==> src/rtl/core/sse_pkg.sv <==
// Shared constants, codes and link types for the sorted stack engine.
`default_nettype none

package sse_pkg;

  // Stack geometry and field widths
  localparam int DEPTH  = 16;
  localparam int CNT_W  = $clog2(DEPTH + 1);
  localparam int WORD_W = 32;
  localparam int FUNC_W = 3;
  localparam int FILL_W = 5;

  // Request operation codes
  localparam logic [FUNC_W-1:0] FN_PUSH   = 3'd0;
  localparam logic [FUNC_W-1:0] FN_POP    = 3'd1;
  localparam logic [FUNC_W-1:0] FN_BOTTOM = 3'd2;
  localparam logic [FUNC_W-1:0] FN_SORTED = 3'd3;
  localparam logic [FUNC_W-1:0] FN_SORT   = 3'd4;

  // Commands broadcast to every cell
  localparam logic [2:0] CMD_IDLE   = 3'd0;
  localparam logic [2:0] CMD_PUSH   = 3'd1;
  localparam logic [2:0] CMD_POP    = 3'd2;
  localparam logic [2:0] CMD_BOTTOM = 3'd3;
  localparam logic [2:0] CMD_SORTED = 3'd4;
  localparam logic [2:0] CMD_SWAP   = 3'd5;

  // Value returned by a pop on an empty stack, also the floor below cell 0 in a sort
  localparam logic signed [WORD_W-1:0] EMPTY_MARK = 32'sh7FFF_FFFF;

  typedef struct packed {
    logic [2:0]               code;
    logic signed [WORD_W-1:0] value;
  } cmd_t;

  // Travels from a cell to the cell above it
  typedef struct packed {
    logic                     occ;
    logic                     gt;
    logic signed [WORD_W-1:0] data;
  } up_link_t;

  // Travels from a cell to the cell below it
  typedef struct packed {
    logic                     occ;
    logic                     ge;
    logic signed [WORD_W-1:0] data;
    logic signed [WORD_W-1:0] top;
  } dn_link_t;

endpackage

`default_nettype wire

==> src/rtl/core/sse_if.sv <==
// Request and response channel interfaces of the sorted stack engine.
`default_nettype none

interface sse_req_if;
  import sse_pkg::*;
  logic                     valid;
  logic                     ready;
  logic [FUNC_W-1:0]        func;
  logic signed [WORD_W-1:0] value;

  modport source (output valid, output func, output value, input ready);
  modport sink   (input valid, input func, input value, output ready);
endinterface

interface sse_rsp_if;
  import sse_pkg::*;
  logic                     valid;
  logic                     ready;
  logic signed [WORD_W-1:0] popped;
  logic                     was_empty;
  logic                     overflow;
  logic [FILL_W-1:0]        fill;

  modport source (output valid, output popped, output was_empty, output overflow,
                  output fill, input ready);
  modport sink   (input valid, input popped, input was_empty, input overflow,
                  input fill, output ready);
endinterface

`default_nettype wire

==> src/rtl/core/sse_cell.sv <==
// One stack cell: holds one entry and its occupied bit, trades data with both neighbors.
`default_nettype none

module sse_cell import sse_pkg::*; (
  input  wire logic     clk,
  input  wire logic     rst,
  input  wire cmd_t     cmd,
  input  wire logic     pair_up,
  input  wire up_link_t from_dn,
  input  wire dn_link_t from_up,
  output up_link_t      to_up,
  output dn_link_t      to_dn
);

  logic                     occ;
  logic                     occ_next;
  logic signed [WORD_W-1:0] data;
  logic signed [WORD_W-1:0] data_next;
  logic                     gt;
  logic                     ge;
  logic                     is_top;

  // Flag entries greater than the insert value and fold the flags from above
  assign gt     = occ && (data > cmd.value);
  assign ge     = from_up.ge | gt;
  assign is_top = occ && !from_up.occ;

  // Links to neighbors
  assign to_up.occ  = occ;
  assign to_up.gt   = gt;
  assign to_up.data = data;
  assign to_dn.occ  = occ;
  assign to_dn.ge   = ge;
  assign to_dn.data = data;
  assign to_dn.top  = is_top ? data : from_up.top;

  // Apply the broadcast command
  always_comb begin
    occ_next  = occ;
    data_next = data;
    case (cmd.code)
      CMD_PUSH: begin
        if (!occ && from_dn.occ) begin
          occ_next  = 1'b1;
          data_next = cmd.value;
        end
      end
      CMD_POP: begin
        if (is_top) begin
          occ_next = 1'b0;
        end
      end
      CMD_BOTTOM: begin
        occ_next  = from_dn.occ;
        data_next = from_dn.data;
      end
      CMD_SORTED: begin
        occ_next = occ | from_dn.occ;
        if (!ge) begin
          data_next = from_dn.gt ? cmd.value : from_dn.data;
        end
      end
      CMD_SWAP: begin
        if (pair_up) begin
          if (from_up.occ && (data < from_up.data)) begin
            data_next = from_up.data;
          end
        end else begin
          if (occ && (from_dn.data < data)) begin
            data_next = from_dn.data;
          end
        end
      end
      default: begin
      end
    endcase
  end

  always_ff @(posedge clk) begin
    if (rst) begin
      occ <= 1'b0;
    end else begin
      occ <= occ_next;
    end
  end

  // Entry data needs no reset
  always_ff @(posedge clk) begin
    data <= data_next;
  end

endmodule

`default_nettype wire

==> src/rtl/core/sorted_stack_engine_unit.sv <==
// Sorted stack engine: a row of DEPTH cells with a sequencer and a response register.
// Push, pop, push at bottom and sorted insert: a request is accepted every cycle while no
// sort runs and the response register drains, with the response registered in the next cycle.
// Sort-all runs odd-even transposition passes over the cell row, then responds; requests
// are held off until the sequencer is idle again.
// Synchronous reset empties the stack and drops any pending response.
`default_nettype none

module sorted_stack_engine_unit import sse_pkg::*; (
  input wire logic  clk,
  input wire logic  rst,
  sse_req_if.sink   req,
  sse_rsp_if.source rsp
);

  localparam logic ST_IDLE = 1'b0;
  localparam logic ST_SORT = 1'b1;

  logic                     state;
  logic                     state_next;
  logic [CNT_W-1:0]         count;
  logic [CNT_W-1:0]         count_next;
  logic [CNT_W-1:0]         sort_cnt;
  logic [CNT_W-1:0]         sort_cnt_next;
  logic                     rsp_valid;
  logic                     rsp_valid_next;
  logic signed [WORD_W-1:0] popped;
  logic signed [WORD_W-1:0] popped_next;
  logic                     was_empty;
  logic                     was_empty_next;
  logic                     overflow;
  logic                     overflow_next;
  logic [FILL_W-1:0]        fill;
  logic [FILL_W-1:0]        fill_next;

  logic                     out_free;
  logic                     accept;
  logic                     full;
  logic                     empty;
  logic                     phase;
  cmd_t                     cmd;
  up_link_t                 up_link [DEPTH];
  dn_link_t                 dn_link [DEPTH];
  up_link_t                 floor_link;
  dn_link_t                 ceil_link;

  assign out_free  = !rsp_valid || rsp.ready;
  assign req.ready = (state == ST_IDLE) && out_free;
  assign accept    = req.valid && req.ready;
  assign full      = (count == CNT_W'(DEPTH));
  assign empty     = (count == '0);
  assign phase     = sort_cnt[0];

  assign rsp.valid     = rsp_valid;
  assign rsp.popped    = popped;
  assign rsp.was_empty = was_empty;
  assign rsp.overflow  = overflow;
  assign rsp.fill      = fill;

  // Boundaries of the cell row
  assign floor_link.occ  = 1'b1;
  assign floor_link.gt   = 1'b1;
  assign floor_link.data = (cmd.code == CMD_SWAP) ? EMPTY_MARK : cmd.value;
  assign ceil_link.occ   = 1'b0;
  assign ceil_link.ge    = 1'b0;
  assign ceil_link.data  = '0;
  assign ceil_link.top   = '0;

  // Cell row, index 0 is the bottom of the stack
  for (genvar i = 0; i < DEPTH; i++) begin : g_cell
    up_link_t cell_dn;
    dn_link_t cell_up;
    logic     cell_pair_up;

    if (i == 0) begin : g_bot
      assign cell_dn = floor_link;
    end else begin : g_mid_dn
      assign cell_dn = up_link[i-1];
    end

    if (i == DEPTH - 1) begin : g_top
      assign cell_up = ceil_link;
    end else begin : g_mid_up
      assign cell_up = dn_link[i+1];
    end

    assign cell_pair_up = phase ^ 1'(i % 2);

    sse_cell u_cell (
      .clk     (clk),
      .rst     (rst),
      .cmd     (cmd),
      .pair_up (cell_pair_up),
      .from_dn (cell_dn),
      .from_up (cell_up),
      .to_up   (up_link[i]),
      .to_dn   (dn_link[i])
    );
  end

  // Decode requests, sequence the sort and build the response
  always_comb begin
    state_next     = state;
    count_next     = count;
    sort_cnt_next  = sort_cnt;
    rsp_valid_next = rsp_valid && !rsp.ready;
    popped_next    = popped;
    was_empty_next = was_empty;
    overflow_next  = overflow;
    fill_next      = fill;
    cmd.code       = CMD_IDLE;
    cmd.value      = req.value;

    if (state == ST_SORT) begin
      if (sort_cnt != '0) begin
        cmd.code      = CMD_SWAP;
        sort_cnt_next = sort_cnt - 1'b1;
      end else if (out_free) begin
        state_next     = ST_IDLE;
        rsp_valid_next = 1'b1;
        popped_next    = '0;
        was_empty_next = 1'b0;
        overflow_next  = 1'b0;
        fill_next      = FILL_W'(count);
      end
    end else if (accept) begin
      rsp_valid_next = 1'b1;
      popped_next    = '0;
      was_empty_next = 1'b0;
      overflow_next  = 1'b0;
      case (req.func)
        FN_PUSH, FN_BOTTOM, FN_SORTED: begin
          if (full) begin
            overflow_next = 1'b1;
          end else begin
            count_next = count + 1'b1;
            case (req.func)
              FN_PUSH:   cmd.code = CMD_PUSH;
              FN_BOTTOM: cmd.code = CMD_BOTTOM;
              default:   cmd.code = CMD_SORTED;
            endcase
          end
        end
        FN_POP: begin
          if (empty) begin
            popped_next    = EMPTY_MARK;
            was_empty_next = 1'b1;
          end else begin
            cmd.code    = CMD_POP;
            popped_next = dn_link[0].top;
            count_next  = count - 1'b1;
          end
        end
        FN_SORT: begin
          rsp_valid_next = 1'b0;
          state_next     = ST_SORT;
          sort_cnt_next  = CNT_W'(DEPTH);
        end
        default: begin
        end
      endcase
      fill_next = FILL_W'(count_next);
    end
  end

  always_ff @(posedge clk) begin
    if (rst) begin
      state     <= ST_IDLE;
      count     <= '0;
      sort_cnt  <= '0;
      rsp_valid <= 1'b0;
    end else begin
      state     <= state_next;
      count     <= count_next;
      sort_cnt  <= sort_cnt_next;
      rsp_valid <= rsp_valid_next;
    end
  end

  // Response payload holds without reset
  always_ff @(posedge clk) begin
    popped    <= popped_next;
    was_empty <= was_empty_next;
    overflow  <= overflow_next;
    fill      <= fill_next;
  end

endmodule

`default_nettype wire
==> src/flat_wrapper.sv <==
// flat-port wrapper written by rule: the top's interface ports become plain ports
module sorted_stack_engine_unit_flat import sse_pkg::*;
  (clk, rst, req_valid, req_func, req_value, req_ready, rsp_valid, rsp_popped, rsp_was_empty, rsp_overflow, rsp_fill, rsp_ready);
  sse_req_if req_i ();
  sse_rsp_if rsp_i ();
  input wire logic clk;
  input wire logic rst;
  input wire logic [$bits(req_i.valid)-1:0] req_valid;
  input wire logic [$bits(req_i.func)-1:0] req_func;
  input wire logic [$bits(req_i.value)-1:0] req_value;
  output wire logic [$bits(req_i.ready)-1:0] req_ready;
  output wire logic [$bits(rsp_i.valid)-1:0] rsp_valid;
  output wire logic [$bits(rsp_i.popped)-1:0] rsp_popped;
  output wire logic [$bits(rsp_i.was_empty)-1:0] rsp_was_empty;
  output wire logic [$bits(rsp_i.overflow)-1:0] rsp_overflow;
  output wire logic [$bits(rsp_i.fill)-1:0] rsp_fill;
  input wire logic [$bits(rsp_i.ready)-1:0] rsp_ready;
  assign req_i.valid = req_valid;
  assign req_i.func = req_func;
  assign req_i.value = req_value;
  assign req_ready = req_i.ready;
  assign rsp_valid = rsp_i.valid;
  assign rsp_popped = rsp_i.popped;
  assign rsp_was_empty = rsp_i.was_empty;
  assign rsp_overflow = rsp_i.overflow;
  assign rsp_fill = rsp_i.fill;
  assign rsp_i.ready = rsp_ready;
  sorted_stack_engine_unit u_core (.clk(clk), .rst(rst), .req(req_i), .rsp(rsp_i));
endmodule
==> config.mk <==
export PLATFORM = sky130hd
export DESIGN_NAME = sorted_stack_engine_unit_flat
export DESIGN_NICKNAME = d
export VERILOG_FILES = /design/src/rtl/core/sse_pkg.sv /design/src/rtl/core/sse_if.sv /design/src/rtl/core/sse_cell.sv /design/src/rtl/core/sorted_stack_engine_unit.sv /design/src/flat_wrapper.sv
export SDC_FILE = /design/constraint.sdc
export NUM_CORES = 2
export LEC_CHECK = 0
export BUFFER_PORTS_ARGS = -buffer_cell sky130_fd_sc_hd__buf_2
export CORE_MARGIN = 2
export CORE_UTILIZATION = 59
export DETAILED_ROUTE_END_ITERATION = 8
export GPL_TIMING_DRIVEN = 0
export PLACE_DENSITY = 0.78
export SLEW_MARGIN = 25
export SYNTH_ARGS = -nofsm -noshare
export SYNTH_HDL_FRONTEND = slang
export SYNTH_SLANG_ARGS = --single-unit
==> constraint.sdc <==
create_clock -name clk -period 10.15 [get_ports clk]
set_clock_uncertainty 0.1 [all_clocks]
set_input_delay 1.5225 -clock clk [delete_from_list [all_inputs] [get_ports clk]]
set_output_delay 1.5225 -clock clk [all_outputs]
set_load 0.005 [all_outputs]
==> results.yml <==
flow_run:
  maxCapViolCount: 0
setup_path:
  crit_arrival_ns: 8.51
  crit_type: "in2reg"
  worstPathRequired_ns: 10.41
  crit_path_end_kind: "flip-flop"
  cp_max_fo: 22
  r2r_start: "u_core.g_cell[15].u_cell.data[14]$_DFFE_PP_"
  critical_path.startpoint_type: "input pin"
  rrSetupSlack_ns: 3.51
  ff2ff_path_depth: 16
  reg2reg_to: "u_core.g_cell[11].u_cell.data[1]$_DFFE_PP_"
floorplan:
  rows: 111
  start_util_pct: 59.6
  fp.dieH_um: 308
  dieArea_mm2: 0.0951
  boundaryPins: 80
  coreArea_mm2: 0.0918
  die_w_um: 308
sta:
  hold_viol_final: 0
  final.setup.tns_ns: 0
  finalCritPeriodShare_pct: 81.3
  fin_crit_ns: 8.25
  tightest_slew_ns: 1.26
  rsz0062_at_grt: "no"
  post-route-worst-setup-slack_ns: 1.90
  setup_viol: 0
  slew_headroom_pct: 15.1
  clock.fmax_mhz: 121
  drv_slew: 0
grt:
  gr-usage-all-layers_pct: 45.0
  grt_max_degree: 24
  grt_pass1_wl_mm: 319
  use_met3_pct: 17.2
  antenna_found_initial: 8
  gr-usage-met1_pct: 61.4
  grt_overflow: 0
  use_met2_pct: 62.7
  busiest_layer: "met2"
  grt_pass1_vias: 49600
synth:
  netlist_area_mm2: 0.0547
  synthTopCellsByCount: "ha_1, inv_1, edfxtp_1"
  syn_inst: 5886
  mappedNetlistNets: 6937
  synth.most_common_cell: "ha_1"
  async_reset_ff_share_pct: 0
  syn_area_per_cell_um2: 9.29
  yosysTopAreaCellShare_pct: 30.3
  ys_types: 79
  yosys_warnings: 0
  seq_area_frac_synth_pct: 31.3
  synth_edf_count: 551
  synth-seq-cells: 579
  yosys_most_used_dff: "edfxtp_1"
  yosys-top-cells-area: "edfxtp_1, ha_1, inv_1"
  yosysTopAreaCell: "edfxtp_1"
drt:
  drtPass1Iterations: 9
  drc: 29
  drt_iter0_markers: 9284
  vias_per_cell: 7.28
  ant_nets: 0
  wl_mm: 220
  via_count: 53900
  wl_per_cell_um: 29.7
run_status:
  outcome: "complete, but fails checks"
  failed_checks: "design-rule violations"
worst_hold_path:
  hold_path_class: "reg2reg"
  hold_start: "u_core.sort_cnt[4]$_SDFFE_PP0P_"
  hold_end: "u_core.sort_cnt[4]$_SDFFE_PP0P_"
  hold_depth: 2
power_and_ir_drop:
  p_per_area_mw_per_mm2: 141
  ir_drop_uv: 138
  leakage_nw: 26.6
clocking:
  hold_buffers: 0
  postCtsSetupBuffers: 0
  clkSinkCount: 579
  clk_pin_slew_ns: 0.06
  htreeDepth: 3
  cts_buffers: 73
  clk_path_buf_depth: 3
  clock_latency_ns: 0.68
  cts-resized-gates: 0
  cts_tree: "built"
  root_buffer: "clkbuf_16"
placed_design:
  place_hpwl_mm: 172
  postPlaceCellArea_mm2: 0.0574
  port_buffers: 77
  dp_slack_ns: 1.96
  place_congestion: 1.05
cells_and_area:
  final_area_mm2: 0.0598
  syn_to_final_growth_pct: 9.40
  drive_above_1_share_pct: 6.07
  fin_nets: 7154
  fill_cells: 7675
-- state kept, by name, indices dropped and copies added (netlist names) --
name,cells
u_core.rsp.popped,32
u_core.rsp.overflow,1
u_core.rsp.was_empty,1
u_core.rsp.valid,1
u_core.count,5
u_core.state,1
u_core.rsp.fill,5
u_core.g_cell.u_cell.occ,16
u_core.g_cell.u_cell.data,512
u_core.sort_cnt,5
-- final cells by class --
| class | count | area [µm²] | share of cell area, % |
|---|---|---|---|
| clock inverters | 39 | 389 | 0.650 |
| plain buffers | 326 | 1260 | 2.11 |
| multi-input cells | 4314 | 34100 | 56.9 |
| repair buffers | 142 | 926 | 1.55 |
| diodes | 3 | 7.51 | 0.0125 |
| well taps | 1243 | 1560 | 2.60 |
| inverters | 667 | 2500 | 4.19 |
| clock buffers | 92 | 2020 | 3.38 |
| flip-flops and latches | 579 | 17100 | 28.6 |
-- cells by family after synthesis --
kind of cell               Yosys count  share of synthesized area (%)
muxes                               46                          0.924
DFF                                579                           31.3
buffers and inverters              993                           6.87
adders and majority gates         1012                           23.2
AOI/OAI and AO/OA                 2219                           28.1
xor gates and xnor gates             9                          0.144
and+or+nand+nor                   1028                           9.48
-- how the worst max path moves through the flow --
stage	from	to	slack, ns	depth (start not counted)
after floorplan	req_value[13]	u_core.g_cell[9].u_cell.data[0]$_DFFE_PP_	0.28	11
after global placement	req_value[31]	u_core.g_cell[11].u_cell.data[4]$_DFFE_PP_	-5.14	12
after detailed placement	req_value[15]	u_core.g_cell[11].u_cell.data[3]$_DFFE_PP_	1.96	18
after CTS	req_value[15]	u_core.g_cell[11].u_cell.data[1]$_DFFE_PP_	2.62	18
after global routing	req_value[10]	u_core.g_cell[11].u_cell.data[5]$_DFFE_PP_	1.73	18
final	req_value[8]	u_core.g_cell[11].u_cell.data[1]$_DFFE_PP_	1.90	18
-- per-stage QoR --
stage	hold WS, ns	cells	utilization [%]	total power [mW]
after floorplan	0.336	5886	-	4.64
after detailed placement	0.363	7270	62.5	5.53
after global routing	0.397	7403	65.2	8.66
after global placement	0.343	7206	61.7	5.42
final	0.374	7405	65.2	8.41
after CTS	0.372	7401	65.1	8.25
-- critical path, stage by stage --
cell	delay, ns
buf_2	0.10
clkinv_1	0.81
ha_1	0.68
nand4_1	0.18
nor4_1	0.96
a21boi_0	0.88
o311ai_0	0.23
o211ai_1	0.24
nand3_1	0.33
nor2_1	0.36
a21oi_1	0.13
a2111oi_2	0.68
buf_2	0.28
buf_2	0.22
buf_2	0.21
buf_2	0.22
buf_2	0.23
buf_2	0.22
-- report_power, final --
group	switching, mW	internal, mW
Clock	1.18	1.59
Combinational	1.57	0.919
Sequential	0.283	2.87
-- cells in the final DEF (no fill, tap or decap), types with 16 or more instances in the layout --
| master | n |
|---|---|
| a221oi_1 | 144 |
| nand4_1 | 153 |
| a222oi_1 | 65 |
| and3_1 | 19 |
| a21oi_1 | 417 |
| a211oi_1 | 82 |
| and3b_1 | 32 |
| clkbuf_16 | 78 |
| o211ai_1 | 39 |
| edfxtp_1 | 551 |
| o31ai_1 | 18 |
| nor2b_1 | 48 |
| clkbuf_1 | 303 |
| a22o_1 | 32 |
| a22oi_1 | 227 |
| dfxtp_1 | 28 |
| nand3_1 | 63 |
| nor3_1 | 35 |
| a2111oi_0 | 22 |
| a221o_1 | 104 |
| o21ai_0 | 465 |
| a211o_1 | 43 |
| ha_1 | 1012 |
| inv_1 | 645 |
| nand2b_1 | 38 |
| o21a_1 | 24 |
| a21o_1 | 230 |
| nor4_1 | 27 |
| a31oi_1 | 31 |
| buf_2 | 121 |
| inv_2 | 16 |
| nand2_1 | 300 |
| nor2_1 | 225 |
| o221ai_1 | 131 |
| mux2_2 | 36 |
| a21boi_0 | 38 |
-- layer usage --
layer / routed length (µm) / vias to the layer above
met5: 122 / -
met4: 10900 / 8
met3: 35800 / 659
met2: 87500 / 4240
met1: 86000 / 25600
li1: - / 23400
No activity file was read; power rests on OpenSTA's default activity.
